[src/rtl/mqsb_pkg.sv]
package mqsb_pkg;

    // Result status codes
    localparam logic [1:0] STS_OK    = 2'd0;
    localparam logic [1:0] STS_EMPTY = 2'd1;
    localparam logic [1:0] STS_FULL  = 2'd2;

    // Commands from the controller to the datapath
    typedef struct packed {
        logic clr_en;   // write one link of the clearing pass
        logic load_en;  // capture a request and start the first lookup
        logic look_en;  // decide the request, issue the dependent read
        logic fin_en;   // commit the update and load the result register
    } dp_cmd_t;

    // Status from the datapath to the controller
    typedef struct packed {
        logic clr_last; // clearing pass is at its final slot
    } dp_sts_t;

endpackage

[src/rtl/mqsb_ctrl.sv]
module mqsb_ctrl (
    input  logic              aclk,
    input  logic              aresetn,
    input  logic              s_valid,
    output logic              s_ready,
    output logic              m_valid,
    input  logic              m_ready,
    input  mqsb_pkg::dp_sts_t sts,
    output mqsb_pkg::dp_cmd_t cmd
);
    import mqsb_pkg::*;

    typedef enum logic [3:0] {
        S_CLEAR  = 4'b0001,
        S_IDLE   = 4'b0010,
        S_LOOK   = 4'b0100,
        S_COMMIT = 4'b1000
    } state_t;

    state_t state_reg, state_next;
    logic   m_valid_reg, m_valid_next;
    logic   out_free;

    // Result register can take a new result when empty or draining
    assign out_free = !m_valid_reg || m_ready;

    // Clear the store after reset, then sequence one request through lookup and commit
    always_comb begin
        state_next = state_reg;
        cmd        = '0;
        s_ready    = 1'b0;
        case (state_reg)
            S_CLEAR: begin
                cmd.clr_en = 1'b1;
                if (sts.clr_last) begin
                    state_next = S_IDLE;
                end
            end
            S_IDLE: begin
                s_ready = 1'b1;
                if (s_valid) begin
                    cmd.load_en = 1'b1;
                    state_next  = S_LOOK;
                end
            end
            S_LOOK: begin
                cmd.look_en = 1'b1;
                state_next  = S_COMMIT;
            end
            S_COMMIT: begin
                if (out_free) begin
                    cmd.fin_en = 1'b1;
                    state_next = S_IDLE;
                end
            end
            default: begin
                state_next = S_CLEAR;
            end
        endcase
    end

    // Hold the result valid until its transfer
    always_comb begin
        m_valid_next = m_valid_reg;
        if (m_valid_reg && m_ready) begin
            m_valid_next = 1'b0;
        end
        if (cmd.fin_en) begin
            m_valid_next = 1'b1;
        end
    end

    always_ff @(posedge aclk) begin
        if (!aresetn) begin
            state_reg   <= S_CLEAR;
            m_valid_reg <= 1'b0;
        end else begin
            state_reg   <= state_next;
            m_valid_reg <= m_valid_next;
        end
    end

    assign m_valid = m_valid_reg;

`ifndef SYNTH
    // A stalled commit waits in place
    a_commit_holds: assert property (@(posedge aclk) disable iff (!aresetn)
        (state_reg == S_COMMIT && m_valid_reg && !m_ready) |=> (state_reg == S_COMMIT))
        else $error("commit left while result register was blocked");

    // Every commit presents a result
    a_commit_result: assert property (@(posedge aclk) disable iff (!aresetn)
        cmd.fin_en |=> m_valid_reg)
        else $error("commit without a result");
`endif

endmodule

[src/rtl/mqsb_dpath.sv]
module mqsb_dpath #(
    parameter int SLOT_COUNT,
    parameter int QUEUE_COUNT
) (
    input  logic                aclk,
    input  logic                aresetn,
    input  mqsb_pkg::dp_cmd_t   cmd,
    output mqsb_pkg::dp_sts_t   sts,
    input  logic                s_req_type,
    input  logic [2:0]          s_queue_index,
    input  logic signed [31:0]  s_data_in,
    output logic signed [31:0]  m_data_out,
    output logic [1:0]          m_status
);
    import mqsb_pkg::*;

    localparam int PTR_W  = $clog2(SLOT_COUNT + 1);
    localparam int SIDX_W = $clog2(SLOT_COUNT);
    localparam int QIDX_W = (QUEUE_COUNT > 1) ? $clog2(QUEUE_COUNT) : 1;
    localparam logic [PTR_W-1:0]  NULL_PTR  = PTR_W'(SLOT_COUNT);
    localparam logic [SIDX_W-1:0] LAST_SLOT = SIDX_W'(SLOT_COUNT - 1);

    // Slot store, link table and per-queue pointers
    logic signed [31:0] value_mem [SLOT_COUNT];
    logic [PTR_W-1:0]   link_mem  [SLOT_COUNT];
    logic [PTR_W-1:0]   head_mem  [QUEUE_COUNT];
    logic [PTR_W-1:0]   tail_mem  [QUEUE_COUNT];
    logic [QUEUE_COUNT-1:0] head_valid_reg;

    logic [PTR_W-1:0]   free_head_reg;
    logic [SIDX_W-1:0]  clr_cnt_reg;

    // Captured request
    logic               req_deq_reg;
    logic               q_ok_reg;
    logic [QIDX_W-1:0]  q_reg;
    logic signed [31:0] data_reg;

    // Registered read data and decisions
    logic [PTR_W-1:0]   head_rd_reg;
    logic [PTR_W-1:0]   tail_rd_reg;
    logic               hvalid_rd_reg;
    logic [PTR_W-1:0]   link_rd_reg;
    logic signed [31:0] val_rd_reg;
    logic               enq_go_reg;
    logic               deq_go_reg;
    logic               head_empty_reg;

    logic signed [31:0] data_out_reg;
    logic [1:0]         status_reg;

    logic               q_in_range;
    logic [QIDX_W-1:0]  qidx_in;
    logic               head_empty;
    logic               enq_go;
    logic               deq_go;
    logic [PTR_W-1:0]   link_norm;
    logic [PTR_W-1:0]   clr_data;
    logic               lnk_we;
    logic [SIDX_W-1:0]  lnk_waddr;
    logic [PTR_W-1:0]   lnk_wdata;
    logic               lnk_re;
    logic [SIDX_W-1:0]  lnk_raddr;

    function automatic logic is_slot(input logic [PTR_W-1:0] p);
        return p < NULL_PTR;
    endfunction

    // Decode the addressed queue
    assign q_in_range = {29'd0, s_queue_index} < 32'(QUEUE_COUNT);
    assign qidx_in    = q_in_range ? QIDX_W'(s_queue_index) : '0;

    // Decide the request from the first lookup
    assign head_empty = !hvalid_rd_reg || !is_slot(head_rd_reg);
    assign enq_go     = !req_deq_reg && q_ok_reg && is_slot(free_head_reg);
    assign deq_go     = req_deq_reg && q_ok_reg && !head_empty;
    assign link_norm  = is_slot(link_rd_reg) ? link_rd_reg : NULL_PTR;

    // Clearing pass rebuilds the initial free chain
    assign clr_data      = (clr_cnt_reg == LAST_SLOT) ? NULL_PTR
                                                      : PTR_W'(clr_cnt_reg) + PTR_W'(1);
    assign sts.clr_last  = (clr_cnt_reg == LAST_SLOT);

    always_ff @(posedge aclk) begin
        if (!aresetn) begin
            clr_cnt_reg <= '0;
        end else if (cmd.clr_en) begin
            clr_cnt_reg <= clr_cnt_reg + SIDX_W'(1);
        end
    end

    // Select the single link write of this cycle
    always_comb begin
        lnk_we    = 1'b0;
        lnk_waddr = '0;
        lnk_wdata = '0;
        if (cmd.clr_en) begin
            lnk_we    = 1'b1;
            lnk_waddr = clr_cnt_reg;
            lnk_wdata = clr_data;
        end else if (cmd.look_en && enq_go && !head_empty && is_slot(tail_rd_reg)) begin
            lnk_we    = 1'b1;
            lnk_waddr = tail_rd_reg[SIDX_W-1:0];
            lnk_wdata = free_head_reg;
        end else if (cmd.fin_en && enq_go_reg) begin
            lnk_we    = 1'b1;
            lnk_waddr = free_head_reg[SIDX_W-1:0];
            lnk_wdata = NULL_PTR;
        end else if (cmd.fin_en && deq_go_reg) begin
            lnk_we    = 1'b1;
            lnk_waddr = head_rd_reg[SIDX_W-1:0];
            lnk_wdata = free_head_reg;
        end
    end

    // Link read: free head's successor on accept, head's successor on dequeue
    assign lnk_re    = cmd.load_en || (cmd.look_en && deq_go);
    assign lnk_raddr = cmd.load_en ? free_head_reg[SIDX_W-1:0] : head_rd_reg[SIDX_W-1:0];

    always_ff @(posedge aclk) begin
        if (lnk_we) begin
            link_mem[lnk_waddr] <= lnk_wdata;
        end
        if (lnk_re) begin
            link_rd_reg <= link_mem[lnk_raddr];
        end
    end

    // Value store
    always_ff @(posedge aclk) begin
        if (cmd.fin_en && enq_go_reg) begin
            value_mem[free_head_reg[SIDX_W-1:0]] <= data_reg;
        end
        if (cmd.look_en && deq_go) begin
            val_rd_reg <= value_mem[head_rd_reg[SIDX_W-1:0]];
        end
    end

    // Head and tail pointer stores
    always_ff @(posedge aclk) begin
        if (cmd.fin_en && enq_go_reg && head_empty_reg) begin
            head_mem[q_reg] <= free_head_reg;
        end else if (cmd.fin_en && deq_go_reg) begin
            head_mem[q_reg] <= link_norm;
        end
        if (cmd.fin_en && enq_go_reg) begin
            tail_mem[q_reg] <= free_head_reg;
        end
        if (cmd.load_en) begin
            head_rd_reg <= head_mem[qidx_in];
            tail_rd_reg <= tail_mem[qidx_in];
        end
    end

    // Capture the request and the lookup decisions
    always_ff @(posedge aclk) begin
        if (cmd.load_en) begin
            req_deq_reg <= s_req_type;
            q_ok_reg    <= q_in_range;
            q_reg       <= qidx_in;
            data_reg    <= s_data_in;
        end
        if (cmd.look_en) begin
            enq_go_reg     <= enq_go;
            deq_go_reg     <= deq_go;
            head_empty_reg <= head_empty;
        end
    end

    // Head valid bits and free list head
    always_ff @(posedge aclk) begin
        if (!aresetn) begin
            head_valid_reg <= '0;
            free_head_reg  <= '0;
            hvalid_rd_reg  <= 1'b0;
        end else begin
            if (cmd.load_en) begin
                hvalid_rd_reg <= head_valid_reg[qidx_in];
            end
            if (cmd.fin_en && enq_go_reg) begin
                head_valid_reg[q_reg] <= 1'b1;
                free_head_reg         <= link_norm;
            end else if (cmd.fin_en && deq_go_reg) begin
                free_head_reg <= head_rd_reg;
            end
        end
    end

    // Result register
    always_ff @(posedge aclk) begin
        if (cmd.fin_en) begin
            if (deq_go_reg) begin
                data_out_reg <= val_rd_reg;
                status_reg   <= STS_OK;
            end else if (enq_go_reg) begin
                data_out_reg <= '0;
                status_reg   <= STS_OK;
            end else begin
                data_out_reg <= '0;
                status_reg   <= req_deq_reg ? STS_EMPTY : STS_FULL;
            end
        end
    end

    assign m_data_out = data_out_reg;
    assign m_status   = status_reg;

`ifndef SYNTH
    // An enqueue commits only into a real free slot
    a_alloc_slot: assert property (@(posedge aclk) disable iff (!aresetn)
        (cmd.fin_en && enq_go_reg) |-> is_slot(free_head_reg))
        else $error("enqueue committed without a free slot");

    // A committed enqueue leaves its queue with a valid head
    a_head_valid: assert property (@(posedge aclk) disable iff (!aresetn)
        (cmd.fin_en && enq_go_reg) |=> head_valid_reg[$past(q_reg)])
        else $error("queue head not valid after enqueue");
`endif

endmodule

[src/rtl/multi_queue_shared_buffer.sv]
// Shared-store multi-queue: QUEUE_COUNT FIFO queues live in one store of
// SLOT_COUNT slots, chained through a link table, with unused slots kept on
// a free list. Each request enqueues a value into, or dequeues the head value
// from, the addressed queue and yields exactly one result carrying data_out
// and a status (ok, queue empty, store full); an out-of-range queue number is
// refused as empty on dequeue and full on enqueue. A request passes through
// accept with the head, tail and free-slot link lookup, then a decision
// step that issues the dependent read of the link and value stores (or
// links the new slot after the tail), and then a commit step. The next
// request is accepted while a result still waits in the output register;
// commit waits only when that register is still full. After reset a
// clearing pass over all SLOT_COUNT slots rebuilds the free chain before
// the first request is accepted.
module multi_queue_shared_buffer #(
    parameter int SLOT_COUNT  = 16,
    parameter int QUEUE_COUNT = 8
) (
    input  logic               aclk,
    input  logic               aresetn,
    input  logic               s_valid,
    output logic               s_ready,
    input  logic               s_req_type,
    input  logic [2:0]         s_queue_index,
    input  logic signed [31:0] s_data_in,
    output logic               m_valid,
    input  logic               m_ready,
    output logic signed [31:0] m_data_out,
    output logic [1:0]         m_status
);
    import mqsb_pkg::*;

    dp_cmd_t cmd;
    dp_sts_t sts;

    mqsb_ctrl u_ctrl (
        .aclk    (aclk),
        .aresetn (aresetn),
        .s_valid (s_valid),
        .s_ready (s_ready),
        .m_valid (m_valid),
        .m_ready (m_ready),
        .sts     (sts),
        .cmd     (cmd)
    );

    mqsb_dpath #(
        .SLOT_COUNT  (SLOT_COUNT),
        .QUEUE_COUNT (QUEUE_COUNT)
    ) u_dpath (
        .aclk          (aclk),
        .aresetn       (aresetn),
        .cmd           (cmd),
        .sts           (sts),
        .s_req_type    (s_req_type),
        .s_queue_index (s_queue_index),
        .s_data_in     (s_data_in),
        .m_data_out    (m_data_out),
        .m_status      (m_status)
    );

endmodule
[config.mk]
export PLATFORM = sky130hd
export DESIGN_NAME = multi_queue_shared_buffer
export DESIGN_NICKNAME = d
export VERILOG_FILES = /design/src/rtl/mqsb_pkg.sv /design/src/rtl/mqsb_ctrl.sv /design/src/rtl/mqsb_dpath.sv /design/src/rtl/multi_queue_shared_buffer.sv
export SDC_FILE = /design/constraint.sdc
export NUM_CORES = 1
export LEC_CHECK = 0
export ABC_AREA = 0
export BUFFER_PORTS_ARGS = -buffer_cell sky130_fd_sc_hd__buf_2
export CORE_MARGIN = 1.5
export CORE_UTILIZATION = 25
export DETAILED_ROUTE_END_ITERATION = 6
export PLACE_DENSITY = 0.42
export SYNTH_ARGS = -nofsm -noshare
export SYNTH_HDL_FRONTEND = slang
export SYNTH_HIERARCHICAL = 1
export SYNTH_SLANG_ARGS = --single-unit
export TNS_END_PERCENT = 10
[constraint.sdc]
create_clock -name aclk -period 12.87 [get_ports aclk]
set_input_delay 0.6435 -clock aclk [delete_from_list [all_inputs] [get_ports aclk]]
set_output_delay 0.6435 -clock aclk [all_outputs]
set_load 0.005 [all_outputs]
==> results.md <==
- Status: finished, final reports clean
- Power density cells: 148 nW/um^2
- Layout cells sized above 1: 0.300
- Crit path time final: 4290 ps
- Starting density of the core: 0.251
- IO Port Bufs: 75
- Largest register FFs: 512
- HP Class: in2reg
- Flop2flop setup slack: ~8600 ps
- Worst-Skew Late Latency: 650 ps
- CP Capture Type: register
- Relative slew margins: 0.155
- Drt via density: 4.36
- Non-Filler Instances: 3230
- DRC: 0
- CP Launch Type: register
- Synth cell types: 62
- Synthesis Warnings: 6
- Setup bufs post-CTS: 0
- Diode count: 0
- Worst EP arrival: 4540 ps
- Routed len/inst: around 23 um
- CTS max path bufs: 3
- Synthesis-to-finish area growth: 17.1%
- Sink of the worst hold path: u_dpath/data_reg[20]
- Cell Rows: approximately 130
- Final Cell Area: 36300 sq um
- Routed Antenna Nets: 0
- Reg2reg end: u_dpath/value_mem[3][18]
- Global-route wire length before repair: 107 mm
- Nets: 1563
- Die Span X: 355 um
- Peak supply drop: approximately 92 uV
- Worst Hold Launch: s_data_in[20]
- DRT Wirelength: around 73 mm
- Worst Path Required: 13130 ps
- Overflow after GRT: 0
- Setup Crit Path Kind: reg2reg
- Mapped Area: 31000 sq um
- Cts repair resizes: 0
- Worst r2r src: u_ctrl/state_reg[3]
- Drt first pass iters: 6
- CTS Buf Count: 90
- Placed cells: 3067
- Worst-Margin Slew: 1260 ps
- Setup_tns: 0 ps
- Commonest register cell after synthesis: edfxtp_1
- Pleak: around 11 nW
- Depth of the CTS H-tree: 3
- Final setup viols: 0
- Die ar.: between 100000 and 150000 sq um
- Hold depth: 1
- GRT Total Usage: 0.116
- Reg2reg path depth: 6
- Placed cell areas: 33500 sq um
- DRT iter0 DRCs: 1005
- # IOs: 76
- Clock transition at the registers of the reported paths: 60 ps
- Via count: 14.1k
- Async SR Flop Fraction: 0
- CTS Root Cell: clkbuf_16
- Syn Inst Count: 1389
- Number of max-cap violations: 0
- Synth Net Count: 1430
- Final Hold Viols: 0
- Placer congestion estimate: 0.718
- CTS tree: built
- Core box area: 123000 sq um
- Final Max Tran Viols: 0
- Die Height: approximately 360 um
- Clk sinks: ~800
- Avg Inst Size Synth: 22.3 sq um
- RSZ-0062 raised after global routing: no
- Number of global-route vias before repair: 15.2k
- Largest net degree at the start of global routing: 110
- Final period utilization: 0.333
- Initial antenna violation count: 2
- Setup Skew: around 22 ps
- Total power: 0.00539 W
- Hold_buf cts: 0
- Seq/Total Area, Yosys: 0.782
- Post-synth EDFFs: 792
- F_max: between 200 and 250 MHz
- Post-DP HPWL: 41.0 mm
- Synth Register Bits: between 800 and 900
- Max FO, Critical Path: 52
## cell families (layout without fill, tap and decap cells)
kind of cell | Yosys count | in the layout | synth area share
fa+ha+maj | 1 | 1 | 0.000404
compound gates | 84 | 84 | 0.0191
buf+inv | 78 | 282 | 0.0125
xor+xnor | 4 | 4 | 0.00113
mux | 223 | 223 | 0.152
simple gates | 184 | 184 | 0.0323
flops | 815 | 815 | 0.782
## cell type report
type / count / area, sq um
Fill cell: 12100 / 87000
Sequential cell: 815 / 24200
Multi-Input combinational cell: 496 / 6490
Clock buffer: 116 / 2410
Tap cell: 1637 / 2050
Timing Repair Buffer: 110 / 651
Clock inverter: 47 / 402
Inverter: 9 / 33.8
## worst max path at each step
| stage | startpoint | to | slack (ps) |
|---|---|---|---|
| floorplan | u_ctrl/state_reg[3] | u_dpath/value_mem[0][0] | 7980 |
| global placement | u_ctrl/state_reg[3] | u_dpath/value_mem[3][18] | 8530 |
| CTS | u_ctrl/state_reg[3] | u_dpath/value_mem[3][18] | 8450 |
| global route | u_ctrl/state_reg[3] | u_dpath/value_mem[2][13] | 8300 |
| finish | u_ctrl/state_reg[3] | u_dpath/value_mem[3][18] | 8580 |
| detailed placement | u_ctrl/state_reg[3] | u_dpath/value_mem[3][17] | 8490 |
## synthesized netlist by cell type, types with 3 or more instances
cell	instances	area share
a21boi_0	3	0.00073
a22oi_1	9	0.0022
buf_1	8	0.00097
buf_2	15	0.0024
mux4_2	197	0.14
a21oi_1	13	0.0021
o2bb2ai_1	4	0.0011
buf_6	7	0.0025
mux2_2	18	0.0065
o21ai_0	14	0.0023
nor4_1	5	0.0010
buf_4	6	0.0015
mux2i_1	7	0.0023
a21o_1	4	0.00097
edfxtp_1	792	0.77
nor3_1	26	0.0042
nand4_1	3	0.00061
nor2_1	30	0.0036
a211oi_1	5	0.0012
inv_1	8	0.00097
o211ai_1	4	0.00097
o21a_1	10	0.0024
nand2_1	28	0.0034
dfxtp_1	23	0.015
xnor2_1	3	0.00085
and3_1	5	0.0010
clkbuf_1	32	0.0039
nand3_1	5	0.00081
nand2b_1	12	0.0024
a22o_1	4	0.0011
and2_1	39	0.0079
nor2b_1	15	0.0030
## placed cells by master, fill, tap and decap left out, types with 5 or more instances in the layout
cell,n
inv_1,8
a22oi_1,9
a211oi_1,5
nand3_1,5
dfxtp_1,23
nor2_1,18
clkbuf_1,22
a21oi_1,13
o21ai_0,14
mux2_2,18
mux4_2,197
clkinv_1,17
buf_2,75
nand2b_1,12
mux2i_1,6
bufinv_16,5
clkinv_2,16
o21a_1,10
buf_4,34
edfxtp_1,792
nor2b_1,15
nand2_1,28
clkbuf_16,92
nor3_1,22
nor2_4,12
nor4_1,5
and2_1,38
## metrics by stage
step	hold slack, ps	utilization	setup slack, ps
finish	168	0.294	8580
global route	122	0.294	8300
CTS	105	0.294	8450
detailed placement	453	0.271	8490
global placement	441	0.271	8530
floorplan	435	-	7980
## worst max-delay path, cell delays in order, from the launching register on
cell     delay [ps]
dfxtp_1         460
or4b_1          520
and2b_4         270
buf_4           660
nand2_1         390
or3_1           570
nor2_4          950
## power breakdown
part	switching [W]	total, W	internal, W
clock	0.00104	0.00246	0.00143
sequential	0.00000284	0.00288	0.00288
combinational	0.0000241	0.0000375	0.0000134
total	0.00107	0.00539	0.00432
## metal layers
layer	vias up	share of wire	GRT usage
li1	6105	-	-
met1	7626	0.46	0.157
met2	242	0.48	0.191
met3	105	0.038	0.0216
met4	0	0.021	0.0334
met5	-	0	0
No activity file was read; power rests on OpenSTA's default activity.
